==> config.mk <==
export PLATFORM = sky130hd
export DESIGN_NAME = transport_position_clock
export DESIGN_NICKNAME = d
export VERILOG_FILES = /design/src/tpc_pkg.sv /design/src/tpc_ctrl.sv /design/src/tpc_datapath.sv /design/src/transport_position_clock.sv
export SDC_FILE = /design/constraint.sdc
export NUM_CORES = 2
export LEC_CHECK = 0
export BUFFER_PORTS_ARGS = -buffer_cell sky130_fd_sc_hd__buf_2
export CAP_MARGIN = 5
export CORE_MARGIN = 1
export CORE_UTILIZATION = 40
export CTS_CLUSTER_SIZE = 25
export DETAILED_ROUTE_END_ITERATION = 10
export GPL_TIMING_DRIVEN = 0
export PLACE_DENSITY_LB_ADDON = 0.2
export SETUP_SLACK_MARGIN = 0.05
export SYNTH_ARGS = -nofsm -noshare
export SYNTH_HDL_FRONTEND = slang
export SYNTH_SLANG_ARGS = --single-unit
==> constraint.sdc <==
create_clock -name clock -period 14.35 [get_ports clock]
set_input_delay 0.7175 -clock clock [delete_from_list [all_inputs] [get_ports clock]]
set_output_delay 0.7175 -clock clock [all_outputs]
set_load 0.005 [all_outputs]
==> src/tpc_pkg.sv <==
// ----------------------------------------------------------------------------
// tpc_pkg
// Types and constants shared by the transport position clock modules.
// ----------------------------------------------------------------------------
package tpc_pkg;

   typedef enum logic [1:0] {
      FUNC_ADVANCE     = 2'd0,
      FUNC_SEEK_SAMPLE = 2'd1,
      FUNC_SEEK_POS    = 2'd2,
      FUNC_NONE        = 2'd3
   } func_type;

   typedef enum logic [3:0] {
      ST_IDLE,
      ST_MUL,
      ST_DIV_LOAD,
      ST_DIV_POS,
      ST_RND_POS,
      ST_CMT_POS,
      ST_SEC_LOAD,
      ST_DIV_SEC,
      ST_RND_SEC,
      ST_PUSH
   } state_type;

   localparam logic [1:0] CSR_SAMPLE_RATE = 2'd0;
   localparam logic [1:0] CSR_TEMPO       = 2'd1;
   localparam logic [1:0] CSR_RUN         = 2'd2;
   localparam logic [1:0] CSR_NONE        = 2'd3;

   localparam logic [17:0] RATE_MIN   = 18'd8000;
   localparam logic [17:0] RATE_MAX   = 18'd192000;
   localparam logic [17:0] RATE_RESET = 18'd48000;
   localparam logic [24:0] TEMPO_MIN   = 25'd1310720;
   localparam logic [24:0] TEMPO_MAX   = 25'd26214400;
   localparam logic [24:0] TEMPO_RESET = 25'd7864320;

   localparam logic [62:0] MAX63 = {63{1'b1}};
   localparam logic [63:0] ALL64 = {64{1'b1}};

   typedef struct packed {
      logic load;
      logic mul_step;
      logic div_load_pos;
      logic sec_load;
      logic div_step;
      logic round;
      logic pos_commit;
      logic out_load;
   } cmd_type;

   typedef struct packed {
      logic needs_pos;
      logic mul_last;
      logic div_last;
   } status_type;

endpackage

==> src/tpc_ctrl.sv <==
// ----------------------------------------------------------------------------
// tpc_ctrl
// Sequencer: steps the shared multiplier and divider for one item at a time.
// ----------------------------------------------------------------------------
module tpc_ctrl (
   input  logic               clock,
   input  logic               reset,
   input  logic               req_valid,
   output logic               req_stall,
   output logic               rsp_valid,
   input  logic               rsp_stall,
   input  tpc_pkg::status_type status,
   output tpc_pkg::cmd_type   cmd
);

   tpc_pkg::state_type state_ff, state_in;
   logic out_valid_ff, out_valid_in;
   logic accept;

   assign accept    = req_valid && (state_ff == tpc_pkg::ST_IDLE);
   assign req_stall = (state_ff != tpc_pkg::ST_IDLE);
   assign rsp_valid = out_valid_ff;

   always_comb begin
      state_in = state_ff;
      case (state_ff)
         tpc_pkg::ST_IDLE: begin
            if (req_valid) begin
               state_in = status.needs_pos ? tpc_pkg::ST_MUL : tpc_pkg::ST_SEC_LOAD;
            end
         end
         tpc_pkg::ST_MUL: begin
            if (status.mul_last) state_in = tpc_pkg::ST_DIV_LOAD;
         end
         tpc_pkg::ST_DIV_LOAD: state_in = tpc_pkg::ST_DIV_POS;
         tpc_pkg::ST_DIV_POS: begin
            if (status.div_last) state_in = tpc_pkg::ST_RND_POS;
         end
         tpc_pkg::ST_RND_POS:  state_in = tpc_pkg::ST_CMT_POS;
         tpc_pkg::ST_CMT_POS:  state_in = tpc_pkg::ST_SEC_LOAD;
         tpc_pkg::ST_SEC_LOAD: state_in = tpc_pkg::ST_DIV_SEC;
         tpc_pkg::ST_DIV_SEC: begin
            if (status.div_last) state_in = tpc_pkg::ST_RND_SEC;
         end
         tpc_pkg::ST_RND_SEC:  state_in = tpc_pkg::ST_PUSH;
         tpc_pkg::ST_PUSH: begin
            if (!out_valid_ff || !rsp_stall) state_in = tpc_pkg::ST_IDLE;
         end
         default: state_in = tpc_pkg::ST_IDLE;
      endcase
   end

   always_comb begin
      cmd              = '0;
      cmd.load         = accept;
      cmd.mul_step     = (state_ff == tpc_pkg::ST_MUL);
      cmd.div_load_pos = (state_ff == tpc_pkg::ST_DIV_LOAD);
      cmd.sec_load     = (state_ff == tpc_pkg::ST_SEC_LOAD);
      cmd.div_step     = (state_ff == tpc_pkg::ST_DIV_POS) || (state_ff == tpc_pkg::ST_DIV_SEC);
      cmd.round        = (state_ff == tpc_pkg::ST_RND_POS) || (state_ff == tpc_pkg::ST_RND_SEC);
      cmd.pos_commit   = (state_ff == tpc_pkg::ST_CMT_POS);
      cmd.out_load     = (state_ff == tpc_pkg::ST_PUSH) && (!out_valid_ff || !rsp_stall);
   end

   always_comb begin
      out_valid_in = out_valid_ff;
      if (cmd.out_load) begin
         out_valid_in = 1'b1;
      end else if (!rsp_stall) begin
         out_valid_in = 1'b0;
      end
   end

   always_ff @(posedge clock) begin
      if (reset) begin
         state_ff     <= tpc_pkg::ST_IDLE;
         out_valid_ff <= 1'b0;
      end else begin
         state_ff     <= state_in;
         out_valid_ff <= out_valid_in;
      end
   end

endmodule

==> src/tpc_datapath.sv <==
// ----------------------------------------------------------------------------
// tpc_datapath
// Clock state, settings, a 32x32 partial-product multiplier and a restoring
// divider that rounds to nearest and saturates.
// ----------------------------------------------------------------------------
module tpc_datapath #(
   parameter int POS_FRAC_BITS = 32
) (
   input  logic               clock,
   input  logic               reset,
   input  logic               csr_write_enable,
   input  logic [1:0]         csr_index,
   input  logic [24:0]        csr_write_data,
   input  logic [1:0]         req_func,
   input  logic [31:0]        req_frames,
   input  logic [63:0]        req_seek_sample,
   input  logic [63:0]        req_seek_position,
   output logic [62:0]        rsp_sample_count,
   output logic [63:0]        rsp_beat_position,
   output logic [63:0]        rsp_timeline_seconds,
   output logic               rsp_running,
   input  tpc_pkg::cmd_type   cmd,
   output tpc_pkg::status_type status
);

   localparam int TEMPO_SHIFT = POS_FRAC_BITS - 16;

   logic [17:0]  rate_ff;
   logic [24:0]  tempo_ff;
   logic         run_ff;
   logic [62:0]  sc_ff, sc_in;
   logic [63:0]  qpos_ff, qpos_in;
   tpc_pkg::func_type func_ff;
   logic [63:0]  a_ff, b_ff;
   logic [127:0] prod_ff;
   logic [1:0]   mcnt_ff;
   logic [127:0] dvd_ff;
   logic [63:0]  dvs_ff, rem_ff, cap_ff, res_ff;
   logic [127:0] quot_ff;
   logic [6:0]   dcnt_ff;

   logic [63:0]  scaled_tempo;
   logic [23:0]  rate60;
   logic [62:0]  seek_s, seek_p_lo;
   logic [63:0]  seek_p;
   logic [63:0]  sc_sum;
   logic [31:0]  a_half, b_half;
   logic [63:0]  pp;
   logic [6:0]   shamt;
   logic [63:0]  rem_shift;
   logic         ge;
   logic         rnd;
   logic [127:0] q_rnd;
   logic [64:0]  pos_sum;
   tpc_pkg::func_type req_fn;

   assign req_fn       = tpc_pkg::func_type'(req_func);
   assign scaled_tempo = {39'd0, tempo_ff} << TEMPO_SHIFT;
   assign rate60       = ({6'd0, rate_ff} << 6) - ({6'd0, rate_ff} << 2);
   assign seek_s       = req_seek_sample[63] ? '0 : req_seek_sample[62:0];
   assign seek_p_lo    = req_seek_position[63] ? '0 : req_seek_position[62:0];
   assign seek_p       = {1'b0, seek_p_lo};
   assign sc_sum       = {1'b0, sc_ff} + {32'd0, req_frames};

   assign status.needs_pos = ((req_fn == tpc_pkg::FUNC_ADVANCE) && run_ff && (req_frames != '0))
                             || (req_fn == tpc_pkg::FUNC_SEEK_SAMPLE)
                             || (req_fn == tpc_pkg::FUNC_SEEK_POS);
   assign status.mul_last  = (mcnt_ff == 2'd3);
   assign status.div_last  = (dcnt_ff == 7'd127);

   // settings
   always_ff @(posedge clock) begin
      if (reset) begin
         rate_ff  <= tpc_pkg::RATE_RESET;
         tempo_ff <= tpc_pkg::TEMPO_RESET;
         run_ff   <= 1'b0;
      end else if (csr_write_enable) begin
         case (csr_index)
            tpc_pkg::CSR_SAMPLE_RATE: begin
               if (csr_write_data[17:0] >= tpc_pkg::RATE_MIN &&
                   csr_write_data[17:0] <= tpc_pkg::RATE_MAX) rate_ff <= csr_write_data[17:0];
            end
            tpc_pkg::CSR_TEMPO: begin
               if (csr_write_data >= tpc_pkg::TEMPO_MIN &&
                   csr_write_data <= tpc_pkg::TEMPO_MAX) tempo_ff <= csr_write_data;
            end
            tpc_pkg::CSR_RUN: run_ff <= csr_write_data[0];
            default: ;
         endcase
      end
   end

   // multiplier: one 32x32 partial product per cycle
   assign a_half = mcnt_ff[1] ? a_ff[63:32] : a_ff[31:0];
   assign b_half = mcnt_ff[0] ? b_ff[63:32] : b_ff[31:0];
   assign pp     = a_half * b_half;
   assign shamt  = {({1'b0, mcnt_ff[1]} + {1'b0, mcnt_ff[0]}), 5'd0};

   always_ff @(posedge clock) begin
      if (cmd.load) begin
         func_ff <= req_fn;
         prod_ff <= '0;
         mcnt_ff <= 2'd0;
         case (req_fn)
            tpc_pkg::FUNC_SEEK_SAMPLE: begin
               a_ff <= {1'b0, seek_s};
               b_ff <= scaled_tempo;
            end
            tpc_pkg::FUNC_SEEK_POS: begin
               a_ff <= seek_p;
               b_ff <= {40'd0, rate60};
            end
            default: begin
               a_ff <= {32'd0, req_frames};
               b_ff <= scaled_tempo;
            end
         endcase
      end else if (cmd.mul_step) begin
         prod_ff <= prod_ff + ({64'd0, pp} << shamt);
         mcnt_ff <= mcnt_ff + 2'd1;
      end
   end

   // divider: one quotient bit per cycle
   assign rem_shift = {rem_ff[62:0], dvd_ff[127]};
   assign ge        = (rem_shift >= dvs_ff);
   assign rnd       = ({rem_ff, 1'b0} >= {1'b0, dvs_ff});
   assign q_rnd     = quot_ff + {127'd0, rnd};

   always_ff @(posedge clock) begin
      if (cmd.div_load_pos) begin
         dvd_ff  <= prod_ff;
         dvs_ff  <= (func_ff == tpc_pkg::FUNC_SEEK_POS) ? scaled_tempo : {40'd0, rate60};
         cap_ff  <= (func_ff == tpc_pkg::FUNC_SEEK_POS) ? {1'b0, tpc_pkg::MAX63} : tpc_pkg::ALL64;
         rem_ff  <= '0;
         dcnt_ff <= '0;
      end else if (cmd.sec_load) begin
         dvd_ff  <= {33'd0, sc_ff, 32'd0};
         dvs_ff  <= {46'd0, rate_ff};
         cap_ff  <= tpc_pkg::ALL64;
         rem_ff  <= '0;
         dcnt_ff <= '0;
      end else if (cmd.div_step) begin
         dvd_ff  <= {dvd_ff[126:0], 1'b0};
         rem_ff  <= ge ? (rem_shift - dvs_ff) : rem_shift;
         quot_ff <= {quot_ff[126:0], ge};
         dcnt_ff <= dcnt_ff + 7'd1;
      end
      if (cmd.round) begin
         res_ff <= ((q_rnd[127:64] != '0) || (q_rnd[63:0] > cap_ff)) ? cap_ff : q_rnd[63:0];
      end
   end

   // clock state
   assign pos_sum = {1'b0, qpos_ff} + {1'b0, res_ff};

   always_comb begin
      sc_in   = sc_ff;
      qpos_in = qpos_ff;
      if (cmd.load) begin
         case (req_fn)
            tpc_pkg::FUNC_ADVANCE: begin
               if (run_ff && req_frames != '0) sc_in = sc_sum[63] ? tpc_pkg::MAX63 : sc_sum[62:0];
            end
            tpc_pkg::FUNC_SEEK_SAMPLE: sc_in   = seek_s;
            tpc_pkg::FUNC_SEEK_POS:    qpos_in = seek_p;
            default: ;
         endcase
      end else if (cmd.pos_commit) begin
         case (func_ff)
            tpc_pkg::FUNC_ADVANCE:     qpos_in = pos_sum[64] ? tpc_pkg::ALL64 : pos_sum[63:0];
            tpc_pkg::FUNC_SEEK_SAMPLE: qpos_in = res_ff;
            tpc_pkg::FUNC_SEEK_POS:    sc_in   = res_ff[62:0];
            default: ;
         endcase
      end
   end

   always_ff @(posedge clock) begin
      if (reset) begin
         sc_ff   <= '0;
         qpos_ff <= '0;
      end else begin
         sc_ff   <= sc_in;
         qpos_ff <= qpos_in;
      end
   end

   // result register
   always_ff @(posedge clock) begin
      if (cmd.out_load) begin
         rsp_sample_count     <= sc_ff;
         rsp_beat_position    <= qpos_ff;
         rsp_timeline_seconds <= res_ff;
         rsp_running          <= run_ff;
      end
   end

endmodule

==> src/transport_position_clock.sv <==
// ----------------------------------------------------------------------------
// transport_position_clock
// Audio transport clock keeping a sample count and a quarter-note position.
// ----------------------------------------------------------------------------
//  channel | ports                                   | direction
//  req     | req_valid/req_stall, func, frames, seeks | in
//  rsp     | rsp_valid/rsp_stall, count, pos, secs    | out
//  csr     | csr_write_enable, csr_index, data        | in
//
// an item that moves the position takes 4 multiplier steps, then 128 divider
// steps for the position and 128 for the seconds
// an item that leaves the position alone runs the seconds division only
// the single shared divider works out one quotient bit a cycle
// reset is synchronous; the result register lets the next item enter while
// a finished beat still waits on rsp_stall
// ----------------------------------------------------------------------------
module transport_position_clock #(
   parameter int POS_FRAC_BITS = 32
) (
   input  logic        clock,
   input  logic        reset,
   input  logic        csr_write_enable,
   input  logic [1:0]  csr_index,
   input  logic [24:0] csr_write_data,
   input  logic        req_valid,
   output logic        req_stall,
   input  logic [1:0]  req_func,
   input  logic [31:0] req_frames,
   input  logic [63:0] req_seek_sample,
   input  logic [63:0] req_seek_position,
   output logic        rsp_valid,
   input  logic        rsp_stall,
   output logic [62:0] rsp_sample_count,
   output logic [63:0] rsp_beat_position,
   output logic [63:0] rsp_timeline_seconds,
   output logic        rsp_running
);

   tpc_pkg::cmd_type    cmd;
   tpc_pkg::status_type status;

   tpc_ctrl u_ctrl (
      .clock     (clock),
      .reset     (reset),
      .req_valid (req_valid),
      .req_stall (req_stall),
      .rsp_valid (rsp_valid),
      .rsp_stall (rsp_stall),
      .status    (status),
      .cmd       (cmd)
   );

   tpc_datapath #(
      .POS_FRAC_BITS (POS_FRAC_BITS)
   ) u_datapath (
      .clock                (clock),
      .reset                (reset),
      .csr_write_enable     (csr_write_enable),
      .csr_index            (csr_index),
      .csr_write_data       (csr_write_data),
      .req_func             (req_func),
      .req_frames           (req_frames),
      .req_seek_sample      (req_seek_sample),
      .req_seek_position    (req_seek_position),
      .rsp_sample_count     (rsp_sample_count),
      .rsp_beat_position    (rsp_beat_position),
      .rsp_timeline_seconds (rsp_timeline_seconds),
      .rsp_running          (rsp_running),
      .cmd                  (cmd),
      .status               (status)
   );

endmodule

# ---- Yosys cells after proc, flatten, opt, wreduce, memory -nomap -nowiden
# Cells that the tools add are included.
dict set report totals {
  ff_bits 1147
  latchBits 0
  ram_bits 0
  rom_bits 0
  inputBits 194
  out_inout_bits 194
  wordCells 143
  mem_count 0
}
dict set report op_classes {
  n_addsub 9
  n_mul 1
  div 0
  order_cmp 7
  eq_ne 26
  shift 1
  n_mux 37
  n_bitwise 2
  n_reduce_logical 35
}
# op n
set op_table {}
lappend op_table {{2-to-1 mux 64 bit} 11}
lappend op_table {{2-to-1 mux 63 bit} 7}
lappend op_table {{2-to-1 mux 128 bit} 3}
lappend op_table {{case mux 63 bit (2 select lines)} 2}
lappend op_table {{adder 128 x 1 -> 128 bit} 1}
lappend op_table {{adder 128 bit} 1}
lappend op_table {{case mux 64 bit (2 select lines)} 1}
lappend op_table {{left shift 64 x 7 -> 128 bit} 1}
lappend op_table {{adder 64 x 64 -> 65 bit} 1}
lappend op_table {{>= comparator 65 x 64 -> 1 bit} 1}
lappend op_table {{adder 63 x 32 -> 64 bit} 1}
lappend op_table {{>= comparator 64 bit} 1}
lappend op_table {{> comparator 64 bit} 1}
lappend op_table {{multiplier 32 x 32 -> 64 bit} 1}
lappend op_table {{2-to-1 mux 32 bit} 2}
lappend op_table {{nonzero test 64 bit} 1}
lappend op_table {{subtractor 64 bit} 1}
lappend op_table {{2-to-1 mux 41 bit} 1}
lappend op_table {{case mux 4 bit (10 select lines)} 1}
lappend op_table {{nonzero test 32 bit} 1}
lappend op_table {{>= comparator 25 x 21 -> 1 bit (second input constant)} 1}
lappend op_table {{less-or-equal comparator 25 bit (second input constant)} 1}
lappend op_table {{2-to-1 mux 24 bit} 1}
lappend op_table {{subtractor 24 x 20 -> 24 bit} 1}
lappend op_table {{33 further kinds} 74}

# ---- Depth between registers and ports, before layout
dict set report depth {
  word_depth 8
  depth_mapped 49
}

# ---- By module
# A second synthesis with hierarchy kept.
dict set report hier_totals {
  cells_unflattened 10504
  area_unflattened_um2 94843.5
}
# module instances cells_each area_each_um2 seq_area_each_um2
set by_module_without_submodules {}
lappend by_module_without_submodules {tpc_datapath 1 10446 94433.1 27206.1}
lappend by_module_without_submodules {tpc_ctrl 1 58 410.4 100.1}

# ---- Least setup slack after synthesis
# Ideal clock, no wire load.
dict set report synth_timing {
  path_type {register -> register}
  start {register u_datapath.mcnt_ff[1]}
  end {register u_datapath.prod_ff[113]}
  setup_ns 0.074
  t_arrival_ns 11.670
  required_time_ns 14.276
  path_slack_ns 2.606
  path_stages_with_launch 46
  path_buffers 4
  cell_sequence {dfxtp_1 -> clkbuf_1 -> buf_1 -> mux2i_1 -> clkbuf_1 -> nor2_1 -> fa_1 -> fa_1 -> fa_1 -> inv_1 -> fa_1 -> inv_1 -> fa_1 -> inv_1 -> fa_1 -> inv_1 -> fa_1 -> inv_1 -> (+10 left out) -> o21bai_1 -> xnor2_1 -> mux2i_1 -> and2_1 -> ha_1 -> clkbuf_1 -> nand4_1 -> or4_1 -> nor3_1 -> nand4_1 -> o21ai_0 -> o2111ai_1 -> a21oi_1 -> a41oi_1 -> o21ai_0 -> a21boi_0 -> xor2_1 -> o21ai_0}
}
dict set report synth_via {
  elab_chain_len 4
  elab_cells_between_ends 5
  cone_classes {add/sub (2); mul (1); shift (1); mux (1)}
}
# item line
set synth_lines {}
lappend synth_lines {{start: declaration} tpc_datapath.sv:36} ;# logic [1:0] mcnt_ff;
lappend synth_lines {{start signal: assignment} tpc_datapath.sv:120} ;# mcnt_ff <= mcnt_ff + 2'd1;
lappend synth_lines {{2-to-1 mux 32 bit} tpc_datapath.sv:94} ;# assign a_half = mcnt_ff[1] ? a_ff[63:32] : a_ff[31:0];
lappend synth_lines {{multiplier 32 x 32 -> 64 bit} tpc_datapath.sv:96} ;# assign pp = a_half * b_half;
lappend synth_lines {{left shift 64 x 7 -> 128 bit (*)} tpc_datapath.sv:119} ;# prod_ff <= prod_ff + ({64'd0, pp} << shamt);
lappend synth_lines {{adder 128 bit (*)} tpc_datapath.sv:119}
lappend synth_lines {{end signal: assignment} tpc_datapath.sv:119}
lappend synth_lines {{end: declaration} tpc_datapath.sv:35} ;# logic [127:0] prod_ff;
# Mark *: on every way between the ends. The rest lies on a longest branch, timed or not.
# A chain may end at the register's enable or synchronous reset.

# ---- Worst setup path in the final report
dict set report layout_timing {
  start {register u_datapath.mcnt_ff[0]}
  end {register u_datapath.prod_ff[124]}
}
dict set report layout_via {
  elab_chain_len 4
  elab_cells_between_ends 5
  cone_classes {add/sub (2); mul (1); shift (1); mux (1)}
}
# item line
set layout_lines {}
lappend layout_lines {{2-to-1 mux 32 bit} tpc_datapath.sv:95} ;# assign b_half = mcnt_ff[0] ? b_ff[63:32] : b_ff[31:0];
lappend layout_lines {{multiplier 32 x 32 -> 64 bit} tpc_datapath.sv:96}
lappend layout_lines {{left shift 64 x 7 -> 128 bit (*)} tpc_datapath.sv:119}
lappend layout_lines {{adder 128 bit (*)} tpc_datapath.sv:119}
# Marked as above.

==> results.toml <==
[routing]
drcViolationCount = 0
route.met3.wl_mm = 46.1
initial_drt_markers = 10200
detailroute.via_count = 87700
wl_met2_mm = 199
number_of_vias_per_cell = 6.01
antenna_left = 0
dr.pass1.iters = 6
avgRoutedWirePerCell_um = 31.6
m1WireLength_mm = 184
top_layer_used = "met5"
total_wire_length_mm = 462

[die]
floorplan.die.height_um = 489
fp-row-count = 178
overall_die_area_sq_um = 239000
coreArea_sq_um = 235000
dieWidth_um = 489
start_util_pct = 40.3
floorplan.io_pins = 388

[synthesis]
synthDistinctLibCells = 87
ys_async_sr_fraction_pct = 0
synth.largest_area_cell = "edfxtp_1"
synth_seq_cells = 1035
yosysTopAreaCellShare_pct = 20.8
synth-warning-count = 0
synth-edff-count = 658
syn_nets = 12400
post_synth_main_area_contributors = "edfxtp_1, fa_1, dfxtp_1"
cells_after_synth = 10700
synthesis.area_sq_um = 94900
synth-seq-area-share_pct = 28.8
synth_top_flop_cell = "edfxtp_1"
synth.avg_cell_area_sq_um = 8.83

[timing]
finalWorstSetupSlack_ns = 0.365
clock.fmax_mhz = 71.5
timing_max_transition_violations_final = 11
skew_ns = 0.0638
report.final.setup_viol = 0
slew_headroom_pct = -5.78
final.min_clock_period_ns = 13.98
finalHoldViolCount = 0
rsz0062_at_grt = "true"
final_min_period_over_clock_period_pct = 97.5
worst_slew_pin_slew_ns = 1.59

[critical_path]
worstSetupEndpointType = "flip-flop"
startpoint = "u_datapath.mcnt_ff[0]"
crit_path_max_incr_delay_ns = 0.58
worst_path_most_repeated_cell = "fa_1"
launch_point_of_the_worst_reg_to_reg_path = "u_datapath.mcnt_ff[0]"
worstPathRequired_ns = 15.00
critical_path.startpoint_type = "flip-flop"
path_max_fanout = 10
arrival_ns = 14.63
critPathSlowestCell = "fa_1"
setup.worst_path.class = "reg -> reg"
crit_family = "adder cells"
worst-path-buf-inv = 8

[worst_hold_path]
holdCritPathClass = "in -> reg"
min_from = "req_func[1]"

[status]
outcome = "complete, but fails checks"
failed_checks = "max-capacitance violations, max-slew violations"

[placement]
routability_cong = 1.05
place.port_buffers = 386
detailedPlacementHpwl_mm = 381
place_area_sq_um = 102000
pre_cts_slack_ns = -3.36

[final_layout]
synthToLayoutAreaGrowth_pct = 13.0
finalCoreUtilization_pct = 45.5
finish.net_count = 13000
final_cell_area_sq_um = 107000
drive_above_1_share_pct = 8.60

[global_route]
grt_antenna_before_repair = 73
grt_pass1_vias = 86100
global_route.overflow_total = 0
largest_net_degree_at_the_start_of_global_routing = 92
grt_pass1_wl_mm = 645
gr-usage-all-layers_pct = 38.4

[clocking]
clock_insertion_delay_worst_skew_ns = 0.83
cts-hold-fix-buffers = 0
clkTransAtPathRegs_ns = 0.06
clock_tree_from_tritoncts = "done"
clock-root-buffer = "clkbuf_16"
cts-htree-levels = 4
cts_max_path_buffers = 3
cts_buffers = 130
cts_sinks = 1035

[run]
cap_violations = 1
## flip-flops by register name, summed over array words and instances, names as in the netlist, 64 cells and up
name                             flops
u_datapath.dvd_ff                  128
u_datapath.prod_ff                 128
u_datapath.quot_ff                 128
u_datapath.qpos_ff                  64
u_datapath.rem_ff                   64
u_datapath.res_ff                   64
u_datapath.rsp_beat_position        64
u_datapath.rsp_timeline_seconds     64
## metal layers
metal | vias up | global-route usage [%]
li1 | 37800 | -
met1 | 44100 | 48.8
met5 | - | 0
met4 | 54 | 22.9
met2 | 4705 | 58.2
met3 | 1097 | 10.2
## placed cells by master (no fill, tap or decap), drive strengths merged, types with 57 or more instances in the layout
cell / instances
nand2: 1397
nor2: 1177
inv: 1106
fa: 900
clkbuf: 718
a21oi: 710
edfxtp: 658
ha: 550
buf: 514
o21ai: 421
dfxtp: 377
xnor2: 258
a21o: 242
nor3: 207
nand3: 200
xor2: 179
nand4: 171
nor2b: 96
a22o: 90
nand2b: 89
mux2i: 89
and3: 86
a22oi: 80
o21bai: 80
a31oi: 80
and2: 70
nor4: 62
o41ai: 61
o22ai: 57
## cell usage after synthesis (86+ instances only)
library cell	instances
nand2_1	1397
nand4_1	169
fa_1	900
mux2i_1	89
nand3_1	200
edfxtp_1	658
nor2b_1	96
and3_1	86
nor3_1	206
ha_1	550
nor2_1	1177
a22o_1	90
o21ai_0	420
a21oi_1	710
xnor2_1	258
inv_1	1095
nand2b_1	89
a21o_1	242
dfxtp_1	377
xor2_1	179
clkbuf_1	567
## kinds of logic (layout without fill, tap and decap cells)
family / Yosys count / count (layout) / synth area share (%)
AND/OR/NAND/NOR: 3708 / 3708 / 17.4
AO/OA/AOI/OAI: 2259 / 2259 / 15.3
buffers and inverters: 1715 / 2405 / 6.82
adder cells (fa/ha/maj): 1450 / 1450 / 26.2
flip-flops: 1035 / 1035 / 28.8
XOR/XNOR: 437 / 437 / 4.03
multiplexers: 134 / 134 / 1.47
other: 0 / 33 / 0
## worst paths after layout
| kind | to | cells past startpoint | slack [ns] |
|---|---|---|---|
| max | u_datapath.prod_ff[124] | 43 | 0.37 |
| min | u_datapath.func_ff[1] | 1 | 0.10 |
| max reg2reg | u_datapath.prod_ff[124] | 43 | 0.37 |
| min reg2reg | u_datapath.quot_ff[47] | 0 | 0.44 |
## metrics by stage
stage	setup TNS [ns]	hold slack, ns	instances
6_report	0	0.104	14600
5_1_grt	0	0.0917	14600
4_1_cts	0	0.0576	14600
3_5_place_dp	-141.07	0.419	14300
3_3_place_gp	-796.06	0.419	14300
2_1_floorplan	0	0.406	10700
## cell type report
type / instances / area (sq um)
Fill cell: 23300 / 128000
Multi-Input combinational cell: 7988 / 61800
Sequential cell: 1035 / 27300
Inverter: 1097 / 4120
Tap cell: 3150 / 3940
Clock buffer: 165 / 3510
Timing Repair Buffer: 457 / 2890
Buffer: 610 / 2550
Clock inverter: 76 / 978
Antenna cell: 33 / 82.6
## what timing repair did
item / CTS / global route
buffers inserted: 4 / 22
cloned: 0 / 0
resized for setup: 176 / 138
pin swaps: 2 / 6
endpoints found under the setup margin: 92 / 37
## worst register-to-register path, delay by kind of cell (launching register included)
kind                       cells  cell delay (ns)
AOI/OAI and AO/OA             11             2.89
xor gates and xnor gates       1             0.37
adders and majority gates     10             4.67
buffers and inverters          8             2.14
DFF                            1             0.37
and+or+nand+nor               13             3.43
Power is left out: the tool's default activity adds up to more than one toggle a clock period on the data nets, which glitch-free logic cannot reach.
